===== src/hw/rtl/frp_pkg.sv =====
package frp_pkg;

    localparam int MAX_ELEMENTS = 1024;
    localparam int MAX_NAME_LEN = 256;

    // width of the remaining-entries counter, must hold MAX_ELEMENTS itself
    localparam int ELEM_W = $clog2(MAX_ELEMENTS + 1);

    localparam int QUEUE_DEPTH = 4;
    localparam int QPTR_W      = $clog2(QUEUE_DEPTH);

    localparam logic [3:0] KIND_ID       = 4'd0;
    localparam logic [3:0] KIND_NAME     = 4'd1;
    localparam logic [3:0] KIND_FLAGS    = 4'd2;
    localparam logic [3:0] KIND_COUNT    = 4'd3;
    localparam logic [3:0] KIND_MAC      = 4'd4;
    localparam logic [3:0] KIND_MAC_MASK = 4'd5;
    localparam logic [3:0] KIND_IP_VER   = 4'd6;
    localparam logic [3:0] KIND_IP       = 4'd7;
    localparam logic [3:0] KIND_IP_MASK  = 4'd8;
    localparam logic [3:0] KIND_PORT_LO  = 4'd9;
    localparam logic [3:0] KIND_PORT_HI  = 4'd10;
    localparam logic [3:0] KIND_PLEN     = 4'd11;
    localparam logic [3:0] KIND_PATTERN  = 4'd12;
    localparam logic [3:0] KIND_PAT_MASK = 4'd13;

    localparam logic [2:0] LIST_DST_MAC = 3'd1;
    localparam logic [2:0] LIST_DST_IP  = 3'd3;
    localparam logic [2:0] LIST_DST_PORT = 3'd5;
    localparam logic [2:0] LIST_PAYLOAD = 3'd6;

    localparam logic [1:0] ERR_NONE      = 2'd0;
    localparam logic [1:0] ERR_COUNT     = 2'd1;
    localparam logic [1:0] ERR_NAME_LONG = 2'd2;

    typedef struct packed {
        logic [3:0]  kind;
        logic [2:0]  list;
        logic [9:0]  elem;
        logic [15:0] bidx;
        logic [63:0] value;
        logic        done;
        logic [1:0]  err;
    } token_t;

endpackage


===== src/hw/rtl/frp_front.sv =====
module frp_front
    import frp_pkg::*;
(
    input  logic       clk,
    input  logic       rst_n,
    input  logic [7:0] data_byte,
    input  logic       byte_valid,
    output logic       byte_ready,
    input  logic       q_full,
    output logic       q_push,
    output token_t     q_token
);

    typedef enum logic [3:0] {
        PH_ID,
        PH_NAME,
        PH_FLAGS,
        PH_COUNT,
        PH_MAC,
        PH_IPVER,
        PH_IP,
        PH_PORT,
        PH_PLEN,
        PH_PAT,
        PH_PMASK
    } phase_t;

    localparam logic [15:0] NAME_LIMIT = 16'(MAX_NAME_LEN);

    phase_t            phase_reg, phase_next;
    logic [15:0]       fbc_reg, fbc_next;
    logic [63:0]       acc_reg, acc_next;
    logic [2:0]        list_reg, list_next;
    logic [ELEM_W-1:0] left_reg, left_next;
    logic [9:0]        elem_reg, elem_next;
    logic              v4_reg, v4_next;
    logic [15:0]       plen_reg, plen_next;

    logic              accept;
    logic              emit;
    logic [63:0]       acc_sh;
    logic [15:0]       fbc_inc;
    logic [15:0]       ip_len;
    logic [ELEM_W-1:0] left_dec;
    logic              do_finish;
    logic              do_start;
    logic              do_next_list;
    logic              do_begin;
    token_t            tok;

    assign byte_ready = !q_full;
    assign accept     = byte_valid && !q_full;
    assign acc_sh     = {acc_reg[55:0], data_byte};
    assign fbc_inc    = fbc_reg + 16'd1;
    assign ip_len     = v4_reg ? 16'd4 : 16'd16;
    assign left_dec   = (left_reg != '0) ? left_reg - ELEM_W'(1) : left_reg;

    always_comb
    begin
        phase_next   = phase_reg;
        fbc_next     = fbc_reg;
        acc_next     = acc_sh;
        list_next    = list_reg;
        left_next    = left_reg;
        elem_next    = elem_reg;
        v4_next      = v4_reg;
        plen_next    = plen_reg;
        emit         = 1'b0;
        do_finish    = 1'b0;
        do_start     = 1'b0;
        do_next_list = 1'b0;
        do_begin     = 1'b0;
        tok.kind     = KIND_ID;
        tok.list     = list_reg;
        tok.elem     = elem_reg;
        tok.bidx     = 16'd0;
        tok.value    = {56'd0, data_byte};
        tok.done     = 1'b0;
        tok.err      = ERR_NONE;

        unique case (phase_reg)
            PH_ID:
            begin
                fbc_next = fbc_inc;
                if (fbc_inc >= 16'd4)
                begin
                    emit       = 1'b1;
                    tok.kind   = KIND_ID;
                    tok.value  = {32'd0, acc_sh[31:0]};
                    phase_next = PH_NAME;
                    fbc_next   = 16'd0;
                    acc_next   = 64'd0;
                end
            end
            PH_NAME:
            begin
                acc_next = 64'd0;
                if (data_byte == 8'd0)
                begin
                    // terminator is silent
                    phase_next = PH_FLAGS;
                    fbc_next   = 16'd0;
                end
                else
                begin
                    emit     = 1'b1;
                    tok.kind = KIND_NAME;
                    tok.bidx = fbc_reg;
                    if (fbc_reg >= NAME_LIMIT)
                    begin
                        tok.done = 1'b1;
                        tok.err  = ERR_NAME_LONG;
                        do_begin = 1'b1;
                    end
                    else
                    begin
                        fbc_next = fbc_inc;
                    end
                end
            end
            PH_FLAGS:
            begin
                emit       = 1'b1;
                tok.kind   = KIND_FLAGS;
                list_next  = 3'd0;
                phase_next = PH_COUNT;
                fbc_next   = 16'd0;
                acc_next   = 64'd0;
                elem_next  = 10'd0;
            end
            PH_COUNT:
            begin
                fbc_next = fbc_inc;
                if (fbc_inc >= 16'd8)
                begin
                    emit      = 1'b1;
                    tok.kind  = KIND_COUNT;
                    tok.value = acc_sh;
                    if (acc_sh > 64'(MAX_ELEMENTS))
                    begin
                        tok.done = 1'b1;
                        tok.err  = ERR_COUNT;
                        do_begin = 1'b1;
                    end
                    else
                    begin
                        elem_next = 10'd0;
                        if (acc_sh == 64'd0)
                        begin
                            do_next_list = 1'b1;
                        end
                        else
                        begin
                            left_next = acc_sh[ELEM_W-1:0];
                            do_start  = 1'b1;
                        end
                    end
                end
            end
            PH_MAC:
            begin
                acc_next = 64'd0;
                emit     = 1'b1;
                if (fbc_reg < 16'd6)
                begin
                    tok.kind = KIND_MAC;
                    tok.bidx = fbc_reg;
                end
                else
                begin
                    tok.kind = KIND_MAC_MASK;
                    tok.bidx = fbc_reg - 16'd6;
                end
                fbc_next = fbc_inc;
                if (fbc_inc >= 16'd12)
                begin
                    do_finish = 1'b1;
                end
            end
            PH_IPVER:
            begin
                emit       = 1'b1;
                tok.kind   = KIND_IP_VER;
                v4_next    = (data_byte == 8'd4);
                phase_next = PH_IP;
                fbc_next   = 16'd0;
                acc_next   = 64'd0;
            end
            PH_IP:
            begin
                acc_next = 64'd0;
                emit     = 1'b1;
                if (fbc_reg < ip_len)
                begin
                    tok.kind = KIND_IP;
                    tok.bidx = fbc_reg;
                end
                else
                begin
                    tok.kind = KIND_IP_MASK;
                    tok.bidx = fbc_reg - ip_len;
                end
                fbc_next = fbc_inc;
                if (fbc_inc >= {ip_len[14:0], 1'b0})
                begin
                    do_finish = 1'b1;
                end
            end
            PH_PORT:
            begin
                fbc_next = fbc_inc;
                if (fbc_inc == 16'd2)
                begin
                    emit      = 1'b1;
                    tok.kind  = KIND_PORT_LO;
                    tok.value = {48'd0, acc_sh[15:0]};
                    acc_next  = 64'd0;
                end
                else if (fbc_inc >= 16'd4)
                begin
                    emit      = 1'b1;
                    tok.kind  = KIND_PORT_HI;
                    tok.value = {48'd0, acc_sh[15:0]};
                    do_finish = 1'b1;
                end
            end
            PH_PLEN:
            begin
                fbc_next = fbc_inc;
                if (fbc_inc >= 16'd2)
                begin
                    emit      = 1'b1;
                    tok.kind  = KIND_PLEN;
                    tok.value = {48'd0, acc_sh[15:0]};
                    plen_next = acc_sh[15:0];
                    fbc_next  = 16'd0;
                    acc_next  = 64'd0;
                    if (acc_sh[15:0] == 16'd0)
                    begin
                        do_finish = 1'b1;
                    end
                    else
                    begin
                        phase_next = PH_PAT;
                    end
                end
            end
            PH_PAT:
            begin
                acc_next = 64'd0;
                emit     = 1'b1;
                tok.kind = KIND_PATTERN;
                tok.bidx = fbc_reg;
                fbc_next = fbc_inc;
                if (fbc_inc >= plen_reg)
                begin
                    phase_next = PH_PMASK;
                    fbc_next   = 16'd0;
                end
            end
            PH_PMASK:
            begin
                acc_next = 64'd0;
                emit     = 1'b1;
                tok.kind = KIND_PAT_MASK;
                tok.bidx = fbc_reg;
                fbc_next = fbc_inc;
                if (fbc_inc >= plen_reg)
                begin
                    do_finish = 1'b1;
                end
            end
            default:
            begin
                do_begin = 1'b1;
            end
        endcase

        // end of one entry: step the entry counters
        if (do_finish)
        begin
            elem_next = elem_reg + 10'd1;
            left_next = left_dec;
            if (left_dec == '0)
            begin
                do_next_list = 1'b1;
            end
            else
            begin
                do_start = 1'b1;
            end
        end

        if (do_start)
        begin
            fbc_next = 16'd0;
            acc_next = 64'd0;
            if (list_reg <= LIST_DST_MAC)
            begin
                phase_next = PH_MAC;
            end
            else if (list_reg <= LIST_DST_IP)
            begin
                phase_next = PH_IPVER;
            end
            else if (list_reg <= LIST_DST_PORT)
            begin
                phase_next = PH_PORT;
            end
            else
            begin
                phase_next = PH_PLEN;
            end
        end

        if (do_next_list)
        begin
            if (list_reg >= LIST_PAYLOAD)
            begin
                tok.done = 1'b1;
                do_begin = 1'b1;
            end
            else
            begin
                list_next  = list_reg + 3'd1;
                phase_next = PH_COUNT;
                fbc_next   = 16'd0;
                acc_next   = 64'd0;
                elem_next  = 10'd0;
            end
        end

        if (do_begin)
        begin
            phase_next = PH_ID;
            fbc_next   = 16'd0;
            acc_next   = 64'd0;
            list_next  = 3'd0;
            left_next  = '0;
            elem_next  = 10'd0;
            v4_next    = 1'b0;
            plen_next  = 16'd0;
        end
    end

    assign q_push  = accept && emit;
    assign q_token = tok;

    always_ff @(posedge clk or negedge rst_n)
    begin
        if (!rst_n)
        begin
            phase_reg <= PH_ID;
            fbc_reg   <= 16'd0;
            acc_reg   <= 64'd0;
            list_reg  <= 3'd0;
            left_reg  <= '0;
            elem_reg  <= 10'd0;
            v4_reg    <= 1'b0;
            plen_reg  <= 16'd0;
        end
        else if (accept)
        begin
            phase_reg <= phase_next;
            fbc_reg   <= fbc_next;
            acc_reg   <= acc_next;
            list_reg  <= list_next;
            left_reg  <= left_next;
            elem_reg  <= elem_next;
            v4_reg    <= v4_next;
            plen_reg  <= plen_next;
        end
    end

    a_err_restarts: assert property (@(posedge clk) disable iff (!rst_n)
        q_push && (q_token.err != ERR_NONE) |=> (phase_reg == PH_ID) && (acc_reg == 64'd0))
        else $error("error token did not restart the record");

    a_err_is_done: assert property (@(posedge clk) disable iff (!rst_n)
        q_push && (q_token.err != ERR_NONE) |-> q_token.done)
        else $error("error token without record end");

    a_done_restarts: assert property (@(posedge clk) disable iff (!rst_n)
        q_push && q_token.done |=> (phase_reg == PH_ID) && (list_reg == 3'd0))
        else $error("record end did not return to id");

endmodule


===== src/hw/rtl/frp_queue.sv =====
module frp_queue
    import frp_pkg::*;
(
    input  logic   clk,
    input  logic   rst_n,
    input  logic   push,
    input  token_t push_token,
    output logic   full,
    input  logic   pop,
    output logic   empty,
    output token_t head_token
);

    token_t            entry_reg [QUEUE_DEPTH];
    logic [QPTR_W-1:0] wr_ptr_reg, wr_ptr_next;
    logic [QPTR_W-1:0] rd_ptr_reg, rd_ptr_next;
    logic [QPTR_W:0]   count_reg, count_next;
    logic              do_push;
    logic              do_pop;

    assign full       = (count_reg == (QPTR_W + 1)'(QUEUE_DEPTH));
    assign empty      = (count_reg == '0);
    assign do_push    = push && !full;
    assign do_pop     = pop && !empty;
    assign head_token = entry_reg[rd_ptr_reg];

    always_comb
    begin
        wr_ptr_next = do_push ? wr_ptr_reg + QPTR_W'(1) : wr_ptr_reg;
        rd_ptr_next = do_pop ? rd_ptr_reg + QPTR_W'(1) : rd_ptr_reg;
        count_next  = count_reg;
        if (do_push && !do_pop)
        begin
            count_next = count_reg + (QPTR_W + 1)'(1);
        end
        else if (do_pop && !do_push)
        begin
            count_next = count_reg - (QPTR_W + 1)'(1);
        end
    end

    always_ff @(posedge clk)
    begin
        if (do_push)
        begin
            entry_reg[wr_ptr_reg] <= push_token;
        end
    end

    always_ff @(posedge clk or negedge rst_n)
    begin
        if (!rst_n)
        begin
            wr_ptr_reg <= '0;
            rd_ptr_reg <= '0;
            count_reg  <= '0;
        end
        else
        begin
            wr_ptr_reg <= wr_ptr_next;
            rd_ptr_reg <= rd_ptr_next;
            count_reg  <= count_next;
        end
    end

    a_no_overflow: assert property (@(posedge clk) disable iff (!rst_n)
        push |-> !full)
        else $error("token pushed into a full queue");

    a_count_bound: assert property (@(posedge clk) disable iff (!rst_n)
        count_reg <= (QPTR_W + 1)'(QUEUE_DEPTH))
        else $error("queue count out of range");

    a_ptr_gap: assert property (@(posedge clk) disable iff (!rst_n)
        (count_reg == '0) || full || (wr_ptr_reg != rd_ptr_reg))
        else $error("queue pointers disagree with count");

endmodule


===== src/hw/rtl/frp_back.sv =====
module frp_back
    import frp_pkg::*;
(
    input  logic        clk,
    input  logic        rst_n,
    input  logic        q_empty,
    input  token_t      q_head,
    output logic        q_pop,
    output logic        token_valid,
    input  logic        token_ready,
    output logic [3:0]  field_kind,
    output logic [2:0]  list_select,
    output logic [9:0]  element_index,
    output logic [15:0] byte_index,
    output logic [63:0] field_value,
    output logic [1:0]  direction,
    output logic [5:0]  protocol,
    output logic        record_done,
    output logic [1:0]  error_code
);

    logic        valid_reg;
    logic [3:0]  kind_reg;
    logic [2:0]  list_reg;
    logic [9:0]  elem_reg;
    logic [15:0] bidx_reg;
    logic [63:0] value_reg;
    logic [1:0]  dir_reg;
    logic [5:0]  proto_reg;
    logic        done_reg;
    logic [1:0]  err_reg;
    logic        load;
    logic        is_flags;

    // output register is free when empty or being drained this cycle
    assign load     = !q_empty && (!valid_reg || token_ready);
    assign q_pop    = load;
    assign is_flags = (q_head.kind == KIND_FLAGS);

    always_ff @(posedge clk or negedge rst_n)
    begin
        if (!rst_n)
        begin
            valid_reg <= 1'b0;
        end
        else if (load)
        begin
            valid_reg <= 1'b1;
        end
        else if (token_ready)
        begin
            valid_reg <= 1'b0;
        end
    end

    always_ff @(posedge clk)
    begin
        if (load)
        begin
            kind_reg  <= q_head.kind;
            list_reg  <= (q_head.kind >= KIND_COUNT) ? q_head.list : 3'd0;
            elem_reg  <= (q_head.kind >= KIND_MAC) ? q_head.elem : 10'd0;
            bidx_reg  <= q_head.bidx;
            value_reg <= q_head.value;
            dir_reg   <= is_flags ? q_head.value[7:6] : 2'd0;
            proto_reg <= is_flags ? q_head.value[5:0] : 6'd0;
            done_reg  <= q_head.done;
            err_reg   <= q_head.err;
        end
    end

    assign token_valid   = valid_reg;
    assign field_kind    = kind_reg;
    assign list_select   = list_reg;
    assign element_index = elem_reg;
    assign byte_index    = bidx_reg;
    assign field_value   = value_reg;
    assign direction     = dir_reg;
    assign protocol      = proto_reg;
    assign record_done   = done_reg;
    assign error_code    = err_reg;

    a_pop_when_free: assert property (@(posedge clk) disable iff (!rst_n)
        valid_reg && !token_ready |-> !q_pop)
        else $error("output register overwritten while stalled");

    a_flags_only: assert property (@(posedge clk) disable iff (!rst_n)
        valid_reg && (kind_reg != KIND_FLAGS) |-> (dir_reg == 2'd0) && (proto_reg == 6'd0))
        else $error("flags fields set on a non-flags token");

    a_list_scope: assert property (@(posedge clk) disable iff (!rst_n)
        valid_reg && (kind_reg < KIND_COUNT) |-> (list_reg == 3'd0) && (elem_reg == 10'd0))
        else $error("list fields set outside a list");

endmodule


===== src/hw/rtl/filter_rule_record_parser_top.sv =====
// Rule record parser: takes one stream byte per cycle on data_byte while the token queue
// is not full and emits at most one token per byte once a field (an id, a count, a port
// value, a pattern length, or a single name, flags, version, address, mask or pattern byte)
// completes. Each byte is parsed in one combinational step; its token is written into the
// token queue and from there loaded into the output register, from which it transfers. A
// four-entry token queue sits between the parser and the output register, so a
// stalled token output holds off the byte input only after the queue has filled. Records
// follow each other with no framing; an error token (count above the list limit or an
// overlong name) carries record_done and the next byte starts a new record id.
module filter_rule_record_parser_top
    import frp_pkg::*;
(
    input  logic        clk,
    input  logic        rst_n,
    input  logic [7:0]  data_byte,
    input  logic        byte_valid,
    output logic        byte_ready,
    output logic        token_valid,
    input  logic        token_ready,
    output logic [3:0]  field_kind,
    output logic [2:0]  list_select,
    output logic [9:0]  element_index,
    output logic [15:0] byte_index,
    output logic [63:0] field_value,
    output logic [1:0]  direction,
    output logic [5:0]  protocol,
    output logic        record_done,
    output logic [1:0]  error_code
);

    logic   q_full;
    logic   q_push;
    logic   q_pop;
    logic   q_empty;
    token_t push_token;
    token_t head_token;

    frp_front u_front (
        .clk        (clk),
        .rst_n      (rst_n),
        .data_byte  (data_byte),
        .byte_valid (byte_valid),
        .byte_ready (byte_ready),
        .q_full     (q_full),
        .q_push     (q_push),
        .q_token    (push_token)
    );

    frp_queue u_queue (
        .clk        (clk),
        .rst_n      (rst_n),
        .push       (q_push),
        .push_token (push_token),
        .full       (q_full),
        .pop        (q_pop),
        .empty      (q_empty),
        .head_token (head_token)
    );

    frp_back u_back (
        .clk           (clk),
        .rst_n         (rst_n),
        .q_empty       (q_empty),
        .q_head        (head_token),
        .q_pop         (q_pop),
        .token_valid   (token_valid),
        .token_ready   (token_ready),
        .field_kind    (field_kind),
        .list_select   (list_select),
        .element_index (element_index),
        .byte_index    (byte_index),
        .field_value   (field_value),
        .direction     (direction),
        .protocol      (protocol),
        .record_done   (record_done),
        .error_code    (error_code)
    );

endmodule


===== config.mk =====
export PLATFORM = sky130hd
export DESIGN_NAME = filter_rule_record_parser_top
export DESIGN_NICKNAME = d
export VERILOG_FILES = /design/src/hw/rtl/frp_pkg.sv /design/src/hw/rtl/frp_front.sv /design/src/hw/rtl/frp_queue.sv /design/src/hw/rtl/frp_back.sv /design/src/hw/rtl/filter_rule_record_parser_top.sv
export SDC_FILE = /design/constraint.sdc
export NUM_CORES = 1
export LEC_CHECK = 0
export BUFFER_PORTS_ARGS = -buffer_cell sky130_fd_sc_hd__buf_2
export CORE_ASPECT_RATIO = 0.9
export CORE_MARGIN = 10
export CORE_UTILIZATION = 60
export CTS_CLUSTER_DIAMETER = 80
export DETAILED_ROUTE_END_ITERATION = 10
export PLACE_DENSITY = 0.89
export SYNTH_ARGS = -nofsm -noshare
export SYNTH_HDL_FRONTEND = slang
export SYNTH_SLANG_ARGS = --single-unit

===== constraint.sdc =====
create_clock -name clk -period 8.3 [get_ports clk]
set_input_delay 0.83 -clock clk [delete_from_list [all_inputs] [get_ports clk]]
set_output_delay 0.83 -clock clk [all_outputs]
set_load 0.01 [all_outputs]

Word level (Yosys, flattened, before mapping)
Memories as Yosys holds them, arrays and structs flattened.
Index checks and enable logic that the tools add are counted.

word-level totals
  register bits after elaboration = 233
  memory bits (writable) = 400
  output and inout bits = 110
  memories kept = 1

operators by class
  $add $sub $neg = 10
  order comparisons = 16
  equal/unequal tests = 16
  mux-type cells = 117
  reduce and logical (&&, ||, !) cells = 36

memories
  name               words  width  read ports  clocked after Yosys merged registers in  wr ports  RTL line         source
  u_queue.entry_reg  4      100    1           0                                        1         frp_queue.sv:14  token_t entry_reg [QUEUE_DEPTH];

operators by type and width
  kind                                                              count
  2-to-1 mux 56 bit                                                 7
  2-to-1 mux 16 bit                                                 18
  case mux 64 bit (4 select lines)                                  1
  case mux 56 bit (4 select lines)                                  1
  case mux 16 bit (6 select lines)                                  1
  2-to-1 mux 11 bit                                                 7
  2-to-1 mux 67 bit                                                 1
  greater-than comparator 64 x 11 -> 1 bit (second input constant)  1
  zero test 64 bit                                                  1
  2-to-1 mux 4 bit                                                  16
  case mux 16 bit (4 select lines)                                  1
  2-to-1 mux 10 bit                                                 6
  case mux 4 bit (10 select lines)                                  1
  2-to-1 mux 1 bit                                                  39
  >= comparator 16 bit                                              2
  >= comparator 16 x 4 -> 1 bit (second input constant)             2
  2-to-1 mux 32 bit                                                 1
  2-to-1 mux 3 bit                                                  9
  case mux 4 bit (6 select lines)                                   1
  case mux 10 bit (2 select lines)                                  1
  adder 16 x 1 -> 16 bit (second input constant)                    1
  == test 16 x 2 -> 1 bit (second input constant)                   1
  == test 4 x 3 -> 1 bit (second input constant)                    4
  >= comparator 16 x 2 -> 1 bit (second input constant)             1
  other kinds (48)                                                  71

Longest topological paths before layout
Gate-level depths: netlist of run 1.

  depth after elaboration = 11
  depth in mapped cells = 20

Hierarchy
From an unflattened synthesis of run 1, not the netlist that was laid out.

unflattened totals
  cell total of the unflattened synthesis = 1641
  area total of the unflattened synthesis = 26496.7 µm²

modules (own cells, without submodules)
  module     times used  cells each  area an instance (µm²)  seq. area each (µm²)
  frp_queue  1           558         14849.2                 12186.7
  frp_front  1           946         8167.8                  2927.8
  frp_back   1           137         3479.6                  3268.1

Least setup slack after synthesis of run 1
OpenSTA, ideal clock, no wires.

  path type = input to register
  from = input port token_ready
  to = register u_queue.count_reg[1]
  setup time = 0.125 ns
  arrival = 7.603 ns
  slack = 0.572 ns
  cell stages on the path = 7
  path buffers = 0
  cells stage by stage = inv_1 -> a21oi_1 -> inv_1 -> ha_1 -> inv_1 -> fa_1 -> mux2_2

on the way
  longest elaborated chain between the ends = 6
  elaborated cells on any way between the ends = 8

ends and longest elaborated chain
  element                    RTL line                             source
  start: declaration         filter_rule_record_parser_top.sv:19  input logic token_ready,
  logical OR 1 bit           frp_back.sv:36                       assign load = !q_empty && (!valid_reg || token_ready);
  logical AND 1 bit          frp_back.sv:36
  via q_pop                  filter_rule_record_parser_top.sv:33  logic q_pop;
  logical AND 1 bit          frp_queue.sv:24                      assign do_pop = pop && !empty;
  zero test 1 bit            frp_queue.sv:32                      if (do_push && !do_pop)
  logical AND 1 bit          frp_queue.sv:32
  2-to-1 mux 3 bit           frp_queue.sv:32
  via u_queue.count_next[1]  frp_queue.sv:17                      logic [QPTR_W:0] count_reg, count_next;
  end signal: assignment     frp_queue.sv:62                      count_reg <= count_next;
  end: declaration           frp_queue.sv:17

The timed path passes the listed nets, and every way through them passes these cells.
A chain may end at the register's enable or synchronous reset.

Final worst setup path of run 1
  from = register u_front.fbc_reg[2]
  to = register u_front.acc_reg[18]

on the way
  longest elaborated chain between the ends = 10
  elaborated cells on any way between the ends = 38

ends and longest elaborated chain
  element                                                                                RTL line                                             source
  start: declaration                                                                     frp_front.sv:31                                      logic [15:0] fbc_reg, fbc_next;
  start signal: assignment                                                               frp_front.sv:365                                     fbc_reg <= fbc_next;
  adder 16 x 1 -> 16 bit                                                                 frp_front.sv:54                                      assign fbc_inc = fbc_reg + 16'd1;
  >= comparator 16 x 3 -> 1 bit / >= comparator 16 x 4 -> 1 bit (equally long branches)  frp_front.sv:85, frp_front.sv:219, frp_front.sv:134
  2-to-1 mux 1 bit (on tied branches)                                                    frp_front.sv:219, frp_front.sv:134
  2-to-1 mux 1 bit (on tied branches)                                                    frp_front.sv:212, frp_front.sv:81
  case mux 1 bit (5 select lines) / 2-to-1 mux 1 bit (equally long branches)             frp_front.sv:81, frp_front.sv:284
  2-to-1 mux 1 bit                                                                       frp_front.sv:280                                     if (do_finish)
  2-to-1 mux 56 bit                                                                      frp_front.sv:294                                     if (do_start)
  2-to-1 mux 56 bit                                                                      frp_front.sv:318                                     if (list_reg >= LIST_PAYLOAD)
  2-to-1 mux 56 bit                                                                      frp_front.sv:316                                     if (do_next_list)
  2-to-1 mux 56 bit (*)                                                                  frp_front.sv:333                                     if (do_begin)
  end signal: assignment                                                                 frp_front.sv:366                                     acc_reg <= acc_next;
  end: declaration                                                                       frp_front.sv:32                                      logic [63:0] acc_reg, acc_next;

Mark *: on every way between the ends. The rest lies on a longest branch, timed or not.

==> results of run 1 <==
## metal layers
layer  GRT usage (%)  up-vias  wire length [um]  share of wire (%)
met5               0        -                13              0.021
met4            8.44        2              2030                3.2
met2            37.6      878             29800                 47
met3            4.02      162              5270                8.4
li1                -     6551                 -                  -
met1            34.0     7822             25600                 41
## cell type report
| class | instances | area share, % |
|---|---|---|
| multi-input combinational | 846 | 24.5 |
| antenna | 1 | 0.00854 |
| sequential | 633 | 62.8 |
| clock buffer | 67 | 5.22 |
| timing repair buffer | 135 | 2.48 |
| tap | 555 | 2.37 |
| clock inverter | 45 | 1.97 |
| inverter | 53 | 0.679 |
## path summary, 6_finish.rpt
path                       cells after the start                    to  slack, ns                 start
setup / recovery                              13   u_front.acc_reg[18]       2.34    u_front.fbc_reg[2]
hold / removal                                 1   u_front.fbc_reg[10]       0.31                 rst_n
setup reg to reg                              13   u_front.acc_reg[18]       2.34    u_front.fbc_reg[2]
hold reg to reg                                1  u_front.plen_reg[14]       0.51  u_front.plen_reg[14]
max in group asynchronous                      2   u_front.acc_reg[45]       6.55                 rst_n
min in group clk                               2    u_back.token_valid       0.45           token_ready
## report_power, final
group          internal [uW]  leakage, uW  total [uW]  switching (uW)
registers               4460      0.00648        4960             507
logic                   1290      0.00329        3310            2020
clock network           1710      0.00102        2890            1190
## metrics by stage
stage / setup WS (ns) / std cells / hold slack (ns) / utilization, % / total power [uW]
CTS: 2.49 / 2334 / 0.324 / 68.2 / 11200
floorplan: 0.572 / 1614 / 0.464 / - / 7130
global placement: 2.83 / 2222 / 0.479 / 63.3 / 8120
detailed placement: 2.58 / 2222 / 0.491 / 63.3 / 8250
finish: 2.34 / 2335 / 0.307 / 68.2 / 11200
global route: 2.02 / 2335 / 0.348 / 68.2 / 11600
## kinds of logic (layout without fill, tap and decap cells)
kind of cell / Yosys count / after routing / synth area share, %
buf+inv: 135 / 300 / 2.17
simple gates: 392 / 392 / 8.00
mux: 109 / 109 / 8.99
flops: 633 / 633 / 70.5
compound gates: 279 / 279 / 7.55
fa+ha+maj: 36 / 36 / 1.76
other cells: 0 / 1 / 0
xor+xnor: 30 / 30 / 1.06
## cell usage after synthesis, types with 15 or more instances
cell	instances	share of area [%]
and2_1	73	1.8
edfxtp_1	508	58
xnor2_1	15	0.50
ha_1	35	1.7
inv_1	53	0.76
o21ai_0	68	1.3
nand3_1	34	0.65
nor2_1	71	1.0
a21oi_1	44	0.84
a22o_1	74	2.5
clkbuf_1	49	0.71
nand2_1	80	1.2
mux4_2	100	8.6
nor4_1	17	0.41
dfrtp_1	125	12
nor3_1	35	0.67
## worst max-delay path: stages, from the launching register on
cell and delay [ns]:
dfrtp_1 0.53, ha_1 0.31, nand2_1 0.21, xnor2_1 0.45, ha_1 0.33, a2111oi_0 0.34, o21ai_0 0.19, a221oi_1 0.41
o311ai_0 0.36, nand3_1 0.23, nand4_2 0.50, or3_4 0.63, nor2_4 1.03, a22o_1 0.30
==> flow_summary_export.csv, run 1 <==
group,metric,value,unit
status,status,"finished, final reports clean",
cts,cts_tree,"done",
route,route.vias.total,15400,
finish,largest_register_ffs,400,
timing,timing.final.crit_period,5.96,ns
global_route,gr-usage-all-layers,24.1,%
route,routedWlPerCell,26.8,um
synthesis,synth_seq_cells,633,
route,routed_wl,62700,um
cts,numCtsBuffers,59,
timing,layout_worst_path_cycle_share,71.8,%
route,drt-vias-per-instance,6.60,
pwr,p_per_area,381,mW/mm2
cts,postCtsHoldBufs,0,
synthesis,yosysUniqueCellTypes,76,
synthesis,synth-edff-count,508,
cts,cts_sinks,633,
floorplan,initial_core_util,60.7,%
floorplan,die_area,0.0522,mm2
placement,place_hpwl,38600,um
cts,worstSkewPairLatency,0.63,ns
timing,relSlewSlack,9.97,%
cts,ctsResizeCount,0,
finish,final_area,0.0293,mm2
finish,fin_nets,1776,
cts,post_cts_buffers,0,
finish,nFillCells,2642,
pwr,leakage,0.0108,uW
worst_setup_path,cp.required,8.84,ns
route,drc,0,
finish,drive_gt1_share,20.0,%
cts,ctsRootBufferMaster,"clkbuf_16",
synthesis,async_reset_ff_share,19.7,%
timing,rsz0062_at_grt,"false",
route,drt_iter0_markers,2037,
synthesis,synth_cells,1614,
timing,fin_skew,0.0501,ns
route,antenna_left,0,
floorplan,fp.dieH,218,um
finish,multi_input_area,0.00717,mm2
synthesis,yosys_warnings,0,
hold_path,worstHoldPathType,"in -> async",
placement,placed_area,0.0272,mm2
finish,area_growth,12.3,%
worst_setup_path,crit_path_end_kind,"register",
global_route,antenna_found_initial,2,
global_route,grt_max_degree,79,
worst_setup_path,path_class,"reg -> reg",
pwr,ir_drop,0.272,mV
timing,final_hold_viol_count,0,
placement,port-buffer-count,121,
floorplan,num_rows,72,
timing,fin_tns_setup,0,ns
worst_setup_path,setup.worst_path.start_class,"register",
timing,setup_violations,0,
cts,clkTransAtPathRegs,0.07,ns
global_route,grt-ovfl-total,0,
floorplan,boundaryPins,122,
finish,layout_common_cells,"edfxtp_1 (508), dfrtp_1 (123), buf_2 (120)",
synthesis,yosysSeqAreaShare,70.5,%
cts,cts.path.max_buffers,3,
synthesis,syn_area,0.0261,mm2
global_route,grt_pass1_vias,15400,
placement,gp_congestion,0.921,
floorplan,coreArea,0.0430,mm2
route,dr.pass1.iters,6,
worst_setup_path,critPathArrivalTime,6.50,ns
run,drv_cap,0,
synthesis,synthFlopType,"edfxtp_1",
global_route,grt_pass1_wl,95500,um
synthesis,syn_nets,1662,
timing,fmax,168,MHz
timing,maxSlewViolCount,0,
cts,htreeDepth,2,
synthesis,avgSynthCellArea,16.2,um2
floorplan,die-width,240,um
finish,regArea,0.0184,mm2
worst_setup_path,crit_fanout,56,
timing,worst_slew_pin_slew,1.35,ns
finish,final_common_cell,"edfxtp_1",
Note: power is estimated with default switching activity, not from simulation.
==> run 2: changes to the inputs <==
--- a/config.mk
+++ b/config.mk
@@ -8,10 +8,10 @@
 export BUFFER_PORTS_ARGS = -buffer_cell sky130_fd_sc_hd__buf_2
 export CORE_ASPECT_RATIO = 0.9
 export CORE_MARGIN = 10
-export CORE_UTILIZATION = 60
+export CORE_UTILIZATION = 55
 export CTS_CLUSTER_DIAMETER = 80
 export DETAILED_ROUTE_END_ITERATION = 10
-export PLACE_DENSITY = 0.89
+export PLACE_DENSITY = 0.86
 export SYNTH_ARGS = -nofsm -noshare
 export SYNTH_HDL_FRONTEND = slang
 export SYNTH_SLANG_ARGS = --single-unit
==> constraint.sdc (replaced) <==
create_clock -name clk -period 5 [get_ports clk]
set_input_delay 0.5 -clock clk [delete_from_list [all_inputs] [get_ports clk]]
set_output_delay 0.5 -clock clk [all_outputs]
set_load 0.01 [all_outputs]
==> run 2 against run 1 <==
Compared with the run above: sequential share of layout area decreased by 0.95 points; fmax increased by 30%; combinational power rose by 72%; count of clock-buffer cells in the layout grew 20; non-clock buffer count is 39 higher; flip-flop and latch count unchanged; hold slack got worse by 0.21 ns; final cell count up 4.5%; critical path depth unchanged; power grew 67%; sequential power rose by 66%; largest cell class unchanged.
==> flow_summary_export.csv, run 2 (synthesis gave the netlist of run 1 again) <==
group,metric,value,unit
status,status,"finished, final reports clean",
timing,fin_skew,0.0283,ns
worst_setup_path,r2r_slack,0.41,ns
route,route.vias.total,15600,
worst_setup_path,worstRegToRegCells,13,
pwr,ir_drop,0.464,mV
global_route,antenna_found_initial,0,
global_route,grt-ovfl-total,0,
global_route,grt_pass1_wl,98000,um
finish,area_growth,14.0,%
finish,largest_register_ffs,400,
route,drc,0,
finish,antenna_cells,0,
route,drt_iter0_markers,2035,
pwr,leakage,0.0110,uW
finish,final_common_cell,"edfxtp_1",
worst_setup_path,startpoint,"u_front.fbc_reg[1]",
timing,final_hold_viol_count,0,
timing,fmax,218,MHz
route,antenna_left,0,
finish,layout_common_cells,"edfxtp_1 (508), dfrtp_1 (123), buf_2 (120)",
route,dr.pass1.iters,6,
cts,cts_tree,"done",
worst_setup_path,path_class,"reg -> reg",
timing,layout_worst_path_cycle_share,91.7,%
run,drv_cap,0,
floorplan,num_rows,75,
cts,numCtsBuffers,66,
floorplan,die_area,0.0566,mm2
route,routed_wl,63400,um
placement,gp_congestion,0.927,
worst_setup_path,cp-endpoint,"u_front.elem_reg[8]",
hold_path,worstHoldPathType,"in -> reg",
timing,worst_slew_pin_slew,1.03,ns
finish,regArea,0.0184,mm2
route,routedWlPerCell,26.0,um
pwr,p_per_area,625,mW/mm2
worst_setup_path,cp.required,5.49,ns
worst_setup_path,critPathArrivalTime,5.08,ns
timing,timing.final.crit_period,4.59,ns
floorplan,boundaryPins,122,
worst_setup_path,crit_path_end_kind,"register",
cts,worstSkewPairLatency,0.60,ns
timing,relSlewSlack,30.5,%
cts,cts_sinks,633,
floorplan,initial_core_util,55.8,%
placement,port-buffer-count,121,
route,drt-vias-per-instance,6.41,
finish,drive_gt1_share,21.7,%
timing,setup_violations,0,
global_route,grt_pass1_vias,15900,
finish,multi_input_area,0.00719,mm2
worst_setup_path,rr_startpoint,"u_front.fbc_reg[1]",
floorplan,die-width,250,um
worst_setup_path,timing.rr.end,"u_front.elem_reg[8]",
worst_setup_path,setup.worst_path.start_class,"register",
cts,ctsRootBufferMaster,"clkbuf_16",
cts,htreeDepth,3,
finish,fin_nets,1823,
global_route,gr-usage-all-layers,22.4,%
global_route,grt_max_degree,81,
timing,fin_tns_setup,0,ns
finish,final_core_util,63.6,%
floorplan,coreArea,0.0467,mm2
worst_setup_path,crit_fanout,36,
cts,clkTransAtPathRegs,0.06,ns
finish,nFillCells,3103,
cts,cts.path.max_buffers,3,
timing,maxSlewViolCount,0,
floorplan,fp.dieH,227,um
placement,place_hpwl,38500,um
timing,rsz0062_at_grt,"false",
## run 2: changes by cell type in the layout (fill, tap and decap cells not counted), moves of 2 or more
cell       before  now
buf_12          1   11
buf_4          14   42
bufinv_16      12    4
clkbuf_1        7   19
clkbuf_16      60   67
clkinv_1       15    9
clkinv_4        2    0
inv_6           2    5
inv_8           2    0
## run 2: final cells by class
class | count | area share [%]
timing repair buffer | 174 | 3.85
sequential | 633 | 61.8
tap | 616 | 2.59
clock buffer | 87 | 5.92
inverter | 53 | 0.669
multi-input combinational | 847 | 24.2
clock inverter | 30 | 0.959
## run 2: per-stage QoR
stage | area (um2) | hold WS (ns) | cells | setup WS, ns | total power [uW]
2_1_floorplan | 26100 | 0.204 | 1614 | 0.0335 | 11800
3_3_place_gp | 27600 | 0.481 | 2318 | 0.514 | 13600
3_5_place_dp | 27600 | 0.485 | 2318 | 0.346 | 13800
4_1_cts | 29700 | 0.0800 | 2436 | 0.298 | 18700
5_1_grt | 29700 | 0.113 | 2440 | 0.0858 | 19400
6_report | 29700 | 0.0977 | 2440 | 0.413 | 18600
## run 2: what timing repair did
action	in CTS	in global routing
hold buffers	1	0
setup buffers	0	3
gates resized for setup	0	3
endpoints found under the setup margin	0	62
hold endpoints to repair	39	0
## run 2: worst max-delay path, cell delays in order (launching register included)
cell and delay [ns]:
dfrtp_1 0.45, ha_1 0.27, nand2_1 0.25, nor4_2 0.45, mux2i_1 0.16, or4b_1 0.74
o31a_1 0.40, buf_4 0.25, a21o_1 0.26, a21o_1 0.19, buf_4 0.14, nor3_2 0.52
a21oi_1 0.19, mux2i_1 0.22
## run 2: layer usage
| layer | GRT usage [%] | part of all wire, % | up-vias |
|---|---|---|---|
| met2 | 36.1 | 49 | 894 |
| met3 | 5.12 | 8.6 | 148 |
| met4 | 7.95 | 3.1 | 0 |
| met5 | 0 | 0 | - |
| li1 | - | - | 6647 |
| met1 | 29.8 | 39 | 7944 |
## run 2: how the worst min path moves through the flow
| stage | slack [ns] | cells after the start | from | endpoint |
|---|---|---|---|---|
| after floorplan | 0.20 | 0 | rst_n | u_back.token_valid |
| after CTS | 0.08 | 2 | token_ready | u_back.token_valid |
| after global routing | 0.11 | 2 | token_ready | u_back.token_valid |
| after detailed placement | 0.49 | 1 | u_queue.count_reg[2] | u_queue.count_reg[2] |
| after global placement | 0.48 | 1 | u_queue.count_reg[2] | u_queue.count_reg[2] |
| final | 0.1 | 2 | token_ready | u_back.token_valid |
## run 2: report_power, final
part / leakage [uW] / switching [uW] / internal, uW
clock: 0.000994 / 1980 / 2700
sequential: 0.00648 / 850 / 7390
combinational: 0.00352 / 3350 / 2320
